**config.mk**
```make
export PLATFORM = sky130hd
export DESIGN_NAME = etbc_ctrl
export DESIGN_NICKNAME = d
export VERILOG_FILES = /design/src/design/etbc_pkg.sv /design/src/design/etbc_ctrl.sv
export SDC_FILE = /design/constraint.sdc
export NUM_CORES = 1
export LEC_CHECK = 0
export BUFFER_PORTS_ARGS = -buffer_cell sky130_fd_sc_hd__buf_2
export CELL_PAD_IN_SITES_DETAIL_PLACEMENT = 1
export CELL_PAD_IN_SITES_GLOBAL_PLACEMENT = 1
export CORE_ASPECT_RATIO = 1.4
export CORE_UTILIZATION = 36
export DETAILED_ROUTE_END_ITERATION = 8
export PLACE_DENSITY_LB_ADDON = 0.1
export SLEW_MARGIN = 40
export SYNTH_ARGS = -nofsm -noshare
export SYNTH_HDL_FRONTEND = slang
export SYNTH_SLANG_ARGS = --single-unit
```
**constraint.sdc**
```tcl
create_clock -name clk -period 2.15 [get_ports clk]
set_input_delay 0.43 -clock clk [delete_from_list [all_inputs] [get_ports clk]]
set_output_delay 0.43 -clock clk [all_outputs]
set_load 0.01 [all_outputs]
```
**src/design/etbc_pkg.sv**
```systemverilog
`timescale 1ns / 1ps
// ----------------------------------------------------------------------------
// etbc_pkg
// Shared types and constants of the explosion trend bar colorizer: field
// widths, register indexes and reset values, trend classes, and the command
// and status bundles between the controller and the datapath.
// ----------------------------------------------------------------------------
package etbc_pkg;

    // Field widths.
    localparam int CLOSE_W   = 24;
    localparam int AVG_W     = 40;
    localparam int ALPHA_W   = 16;
    localparam int DIVISOR_W = 24;
    localparam int SQRT_W    = 48;
    localparam int ROOT_W    = 24;
    localparam int COLOR_W   = 24;
    localparam int CFG_W     = 48;
    localparam int CFG_IDX_W = 3;

    // Configuration register indexes.
    localparam logic [CFG_IDX_W-1:0] REG_SENSITIVITY = 3'd0;
    localparam logic [CFG_IDX_W-1:0] REG_EMA_COEFS   = 3'd1;
    localparam logic [CFG_IDX_W-1:0] REG_CHANNEL_LEN = 3'd2;
    localparam logic [CFG_IDX_W-1:0] REG_BAND_MULT   = 3'd3;
    localparam logic [CFG_IDX_W-1:0] REG_TOP_BODY    = 3'd4;
    localparam logic [CFG_IDX_W-1:0] REG_UP_COLORS   = 3'd5;
    localparam logic [CFG_IDX_W-1:0] REG_DOWN_COLORS = 3'd6;
    localparam logic [CFG_IDX_W-1:0] REG_WEAK_COLORS = 3'd7;

    // Register reset values.
    localparam logic [15:0] RST_SENSITIVITY = 16'd150;
    localparam logic [31:0] RST_EMA_COEFS   = 32'd209524834;
    localparam logic [6:0]  RST_CHANNEL_LEN = 7'd20;
    localparam logic [11:0] RST_BAND_MULT   = 12'd512;
    localparam logic [15:0] RST_TOP_BODY    = 16'd80;
    localparam logic [47:0] RST_UP_COLORS   = 48'd1095216725760;
    localparam logic [47:0] RST_DOWN_COLORS = 48'd280375481794560;
    localparam logic [47:0] RST_WEAK_COLORS = 48'd88133402644520;

    localparam logic [COLOR_W-1:0] COLOR_WHITE = 24'hFFFFFF;

    // Trend classes.
    typedef enum logic [2:0] {
        TC_NONE        = 3'd0,
        TC_UP_WEAK     = 3'd1,
        TC_UP_STRONG   = 3'd2,
        TC_DOWN_WEAK   = 3'd3,
        TC_DOWN_STRONG = 3'd4
    } trend_class_t;

    // Datapath operations, one per cycle.
    typedef enum logic [4:0] {
        OP_NONE,
        OP_LOAD,
        OP_EMA_F_MUL,
        OP_EMA_F_ADD,
        OP_EMA_S_MUL,
        OP_EMA_S_ADD,
        OP_DIFF,
        OP_TREND,
        OP_WIN_RD,
        OP_WIN_SQ,
        OP_WIN_ACC,
        OP_VAR_MUL,
        OP_VAR_START,
        OP_SQRT_START,
        OP_BAND,
        OP_CLASS,
        OP_BLEND_MUL,
        OP_BLEND_START,
        OP_CH_STORE,
        OP_PUSH
    } dp_op_t;

    typedef struct packed {
        dp_op_t     op;
        logic [1:0] chan;
    } dp_cmd_t;

    typedef struct packed {
        logic seen_lt2;
        logic win_ok;
        logic win_last;
        logic iter_done;
        logic need_blend;
        logic out_free;
    } dp_status_t;

endpackage

```
**src/design/etbc_ctrl.sv**
```systemverilog
`timescale 1ns / 1ps
// ----------------------------------------------------------------------------
// etbc_ctrl
// Controller: sequences one bar through the datapath, one operation per
// cycle, and waits on the shared iterative unit and the output register.
// ----------------------------------------------------------------------------
module etbc_ctrl (
    input  logic                  clk,
    input  logic                  rst_n,
    input  logic                  in_valid,
    output logic                  in_ready,
    output etbc_pkg::dp_cmd_t     cmd,
    input  etbc_pkg::dp_status_t  status
);

    typedef enum logic [4:0] {
        ST_IDLE,
        ST_EMA_F_MUL,
        ST_EMA_F_ADD,
        ST_EMA_S_MUL,
        ST_EMA_S_ADD,
        ST_DIFF,
        ST_TREND,
        ST_WIN_RD,
        ST_WIN_SQ,
        ST_WIN_ACC,
        ST_VAR_MUL,
        ST_VAR_START,
        ST_VAR_WAIT,
        ST_SQRT_START,
        ST_SQRT_WAIT,
        ST_BAND,
        ST_CLASS,
        ST_BLEND_MUL,
        ST_BLEND_START,
        ST_BLEND_WAIT,
        ST_PUSH
    } state_t;

    state_t     state_reg;
    state_t     state_next;
    logic [1:0] chan_reg;
    logic [1:0] chan_next;
    etbc_pkg::dp_op_t op;

    // Next state and operation decode.
    always_comb
    begin
        state_next = state_reg;
        chan_next  = chan_reg;
        op         = etbc_pkg::OP_NONE;
        case (state_reg)
            ST_IDLE:
            begin
                if (in_valid)
                begin
                    op         = etbc_pkg::OP_LOAD;
                    state_next = ST_EMA_F_MUL;
                end
            end
            ST_EMA_F_MUL:
            begin
                op         = etbc_pkg::OP_EMA_F_MUL;
                state_next = ST_EMA_F_ADD;
            end
            ST_EMA_F_ADD:
            begin
                op         = etbc_pkg::OP_EMA_F_ADD;
                state_next = ST_EMA_S_MUL;
            end
            ST_EMA_S_MUL:
            begin
                op         = etbc_pkg::OP_EMA_S_MUL;
                state_next = ST_EMA_S_ADD;
            end
            ST_EMA_S_ADD:
            begin
                op         = etbc_pkg::OP_EMA_S_ADD;
                state_next = ST_DIFF;
            end
            ST_DIFF:
            begin
                op         = etbc_pkg::OP_DIFF;
                state_next = status.seen_lt2 ? ST_IDLE : ST_TREND;
            end
            ST_TREND:
            begin
                op         = etbc_pkg::OP_TREND;
                state_next = status.win_ok ? ST_WIN_RD : ST_BAND;
            end
            ST_WIN_RD:
            begin
                op         = etbc_pkg::OP_WIN_RD;
                state_next = ST_WIN_SQ;
            end
            ST_WIN_SQ:
            begin
                op         = etbc_pkg::OP_WIN_SQ;
                state_next = ST_WIN_ACC;
            end
            ST_WIN_ACC:
            begin
                op         = etbc_pkg::OP_WIN_ACC;
                state_next = status.win_last ? ST_VAR_MUL : ST_WIN_RD;
            end
            ST_VAR_MUL:
            begin
                op         = etbc_pkg::OP_VAR_MUL;
                state_next = ST_VAR_START;
            end
            ST_VAR_START:
            begin
                op         = etbc_pkg::OP_VAR_START;
                state_next = ST_VAR_WAIT;
            end
            ST_VAR_WAIT:
            begin
                if (status.iter_done)
                begin
                    state_next = ST_SQRT_START;
                end
            end
            ST_SQRT_START:
            begin
                op         = etbc_pkg::OP_SQRT_START;
                state_next = ST_SQRT_WAIT;
            end
            ST_SQRT_WAIT:
            begin
                if (status.iter_done)
                begin
                    state_next = ST_BAND;
                end
            end
            ST_BAND:
            begin
                op         = etbc_pkg::OP_BAND;
                state_next = ST_CLASS;
            end
            ST_CLASS:
            begin
                op         = etbc_pkg::OP_CLASS;
                state_next = ST_BLEND_MUL;
            end
            ST_BLEND_MUL:
            begin
                // Blending is decided by the class step just before.
                if (status.need_blend)
                begin
                    op         = etbc_pkg::OP_BLEND_MUL;
                    state_next = ST_BLEND_START;
                end
                else
                begin
                    state_next = ST_PUSH;
                end
            end
            ST_BLEND_START:
            begin
                op         = etbc_pkg::OP_BLEND_START;
                state_next = ST_BLEND_WAIT;
            end
            ST_BLEND_WAIT:
            begin
                if (status.iter_done)
                begin
                    op = etbc_pkg::OP_CH_STORE;
                    if (chan_reg == 2'd2)
                    begin
                        chan_next  = 2'd0;
                        state_next = ST_PUSH;
                    end
                    else
                    begin
                        chan_next  = chan_reg + 2'd1;
                        state_next = ST_BLEND_MUL;
                    end
                end
            end
            ST_PUSH:
            begin
                if (status.out_free)
                begin
                    op         = etbc_pkg::OP_PUSH;
                    state_next = ST_IDLE;
                end
            end
            default:
            begin
                state_next = ST_IDLE;
            end
        endcase
    end

    // State and channel registers.
    always_ff @(posedge clk or negedge rst_n)
    begin
        if (!rst_n)
        begin
            state_reg <= ST_IDLE;
            chan_reg  <= 2'd0;
        end
        else
        begin
            state_reg <= state_next;
            chan_reg  <= chan_next;
        end
    end

    assign in_ready = (state_reg == ST_IDLE);
    assign cmd.op   = op;
    assign cmd.chan = chan_reg;

    // Checks.
    a_chan_range: assert property (@(posedge clk) disable iff (!rst_n)
        chan_reg != 2'd3)
        else $error("blend channel out of range");

    a_load_idle: assert property (@(posedge clk) disable iff (!rst_n)
        (op == etbc_pkg::OP_LOAD) |=> (state_reg == ST_EMA_F_MUL) && !in_ready)
        else $error("transaction accepted without leaving idle");

    a_chan_home: assert property (@(posedge clk) disable iff (!rst_n)
        (state_reg == ST_IDLE) |-> (chan_reg == 2'd0))
        else $error("blend channel not rewound");

endmodule
```
==> metrics.txt <==
worst stage delay on the critical path=about 0.5 ns; Tcrit/Tclk final=between 90 and 100%; number of remaining DRC errors=0; Row Count=18; critical-path cell list=or2_4 -> or3_1 -> o211ai_1 -> buf_2; Critical R2R Capture=state_reg[0]; peak supply drop=just under 600 uV; initial DRC count=9; nets@finish=~120; fill count=~240; slew at the pin closest to its max-slew limit=about 0.41 ns; largest net degree at the start of global routing=16; Post-Syn Instances=90; most frequent cells in the layout=buf_2 (16), a21oi_1 (9), nor2_1 (8); Compound-Gate Fraction of Synth Area=about a third; met2 Use GR=between 30 and 40%; Routed WL=between 2000 and 2500 um; Worst Setup Start Kind=flop; Global Route Usage Sum=23.0%; number of I/O pins=17; Seq/Total Area, Yosys=25.7%; number of antenna-violating nets in the routed design=0; Setup Skew=about 0.0042 ns; worst reg-to-reg setup slack=around 0.4 ns; Core ar.=between 1500 and 2000 um^2; synthesized flop and latch total=7; largest family of logic cells by synthesized area=simple AND/OR/NAND/NOR gates; Post-CTS Setup Bufs=0; Setup CP Type=reg2out; HP Class=in2async; Synth Area in XOR/XNOR=0%; routing usage on met1=26.9%; Post-synth EDFFs=0; final count of hold timing violations=0; CP Max Fanout=13; Syn Area/Cell=7.56 um^2; Worst Reg-to-Reg Cells=5; synth unique cells=39; non-filler cells, final=~130; vias in the first global route=between 700 and 800; Die Wd=around 39 um; Max Freq=484 MHz; GR Layer Usage met3=about 3.8%; mux contribution to synthesized area=approximately 1.7%; Starting Density=38.3%; total CTS buffers=3; P per Cell Area=1670 nW/um^2; Mapped Area=681 um^2; RD Place Congestion=about 0.84; simple-gate share of the synthesized area=around 33%; synth warn=0; clock slew at reported path FFs=roughly 0.06 ns; fin area=826 um^2; post-synthesis adder-cell area fraction=0%; placed instance area=785 um^2; share of layout cells above drive strength 1=between 30% and 40%; Die Area=about 2100 um^2; max_cap viols=0; worst path bufs/invs=1; status=finished clean; Largest register FFs=5; placed insts=~120; Slew Viols, Final=0; drt pass-1 iters=4; Vias=between 700 and 800; CTS root buffer=clkbuf_4; drt via density=5.95; first-pass GRT wire length=between 3000 and 4000 um; setup TNS=0 ns; Crit path required time=about 1.7 ns; CTS tree=yes; Clk Latency, worst-skew pair=between 0.2 and 0.3 ns; Chip Height=53.5 um; Clock Path Buffers=2; n_diodes=0; multi-input logic area=approximately 460 um^2; CTS Sinks=7; WP depth=4; Critical Path End=cmd[2]; Final Setup Violations=0; register area=180 um^2; WP data arrival=1.64 ns; H-tree levels=1; Final HPWL DP=roughly 1600 um; Area Overhead vs Synth=21.3%; Syn Nets=99; RSZ-0062 raised after global routing=no; slowest stage cell, crit path=dfrtp_2; commonest non-fill, non-tap cell in the layout=buf_2; top_reg_cell synth=dfrtp_1; PortBufs=16; initial antenna violation count=0; reg2reg start=state_reg[4]; Slew HR=between 70% and 80%; CP delay by family, top=simple AND/OR/NAND/NOR gates; GRT Max-Usage Layer=met2; Crit. End Element=output port; Wirelength per Cell=16.6 um; Pleak=0.350 nW; async set-reset flop share out of synthesis=100%; Crit. Startpoint=state_reg[3]; Final Critical Period=roughly 2.1 ns; grt ovf=0
## worst min-delay path by stage
stage               start           end  slack [ns]  depth (start not counted)
floorplan           rst_n   chan_reg[0]        0.13                          0
global placement    rst_n  state_reg[4]        0.27                          1
detailed placement  rst_n   chan_reg[1]        0.27                          1
CTS                 rst_n   chan_reg[1]        0.52                          2
global route        rst_n   chan_reg[1]        0.55                          2
finish              rst_n   chan_reg[1]        0.53                          2
## metrics by stage
| step | worst slack (ns) | hold WS, ns | power [W] | utilization (%) |
|---|---|---|---|---|
| floorplan | 0.429 | 0.134 | 0.000970 | - |
| global placement | 0.318 | 0.266 | 0.00124 | 44.1 |
| detailed placement | 0.301 | 0.272 | 0.00125 | 44.1 |
| CTS | 0.00753 | 0.523 | 0.00138 | 46.1 |
| global route | 0.00735 | 0.551 | 0.00150 | 46.4 |
| finish | 0.0843 | 0.531 | 0.00138 | 46.4 |
## cell families after synthesis
family | count (synthesis)
AND/OR/NAND/NOR | 39
flip-flops | 7
buffers and inverters | 11
multiplexers | 1
AO/OA/AOI/OAI | 32
## routing by layer
metal | up-vias | share of wire [%]
met5 | - | 0
met4 | 0 | 2.9
met3 | 6 | 3.8
met2 | 18 | 51
met1 | 369 | 42
li1 | 369 | -
## final cells by class
type                       count  share of cell area (%)
sequential                     7                    21.8
tap                           20                    3.03
clock buffer                   4                    3.18
multi-input combinational     72                    55.2
inverter                       3                    1.36
timing repair buffer          22                    15.5
## synthesized netlist by cell type (2+ instances only)
master | n | share of area [%]
nor4_1 | 2 | 1.8
dfrtp_1 | 7 | 26
o31a_1 | 2 | 2.6
a21oi_1 | 9 | 6.6
nand2b_1 | 2 | 1.8
inv_1 | 3 | 1.7
o22ai_1 | 2 | 1.8
o211ai_1 | 2 | 2.2
o21ai_0 | 4 | 2.9
or2_2 | 2 | 1.8
clkbuf_1 | 6 | 3.3
o32ai_1 | 2 | 2.6
nand4_1 | 3 | 2.8
nand2_1 | 5 | 2.8
a31oi_1 | 2 | 1.8
nor2b_1 | 5 | 4.6
nor3_1 | 2 | 1.5
nor2_1 | 8 | 4.4
or3_1 | 2 | 1.8
## power breakdown
| part | switching, W | internal (W) |
|---|---|---|
| registers | 0.000171 | 0.000202 |
| logic | 0.000447 | 0.000436 |
| clock network | 0.0000537 | 0.0000712 |
| total | 0.000672 | 0.000709 |
## what timing repair did
item	4_1_cts	5_1_grt
hold endpoints to repair	7	0
resized for setup	0	4
endpoints found under the setup margin	0	4
hold buffers	1	0
Note: power is estimated with default switching activity, not from simulation.
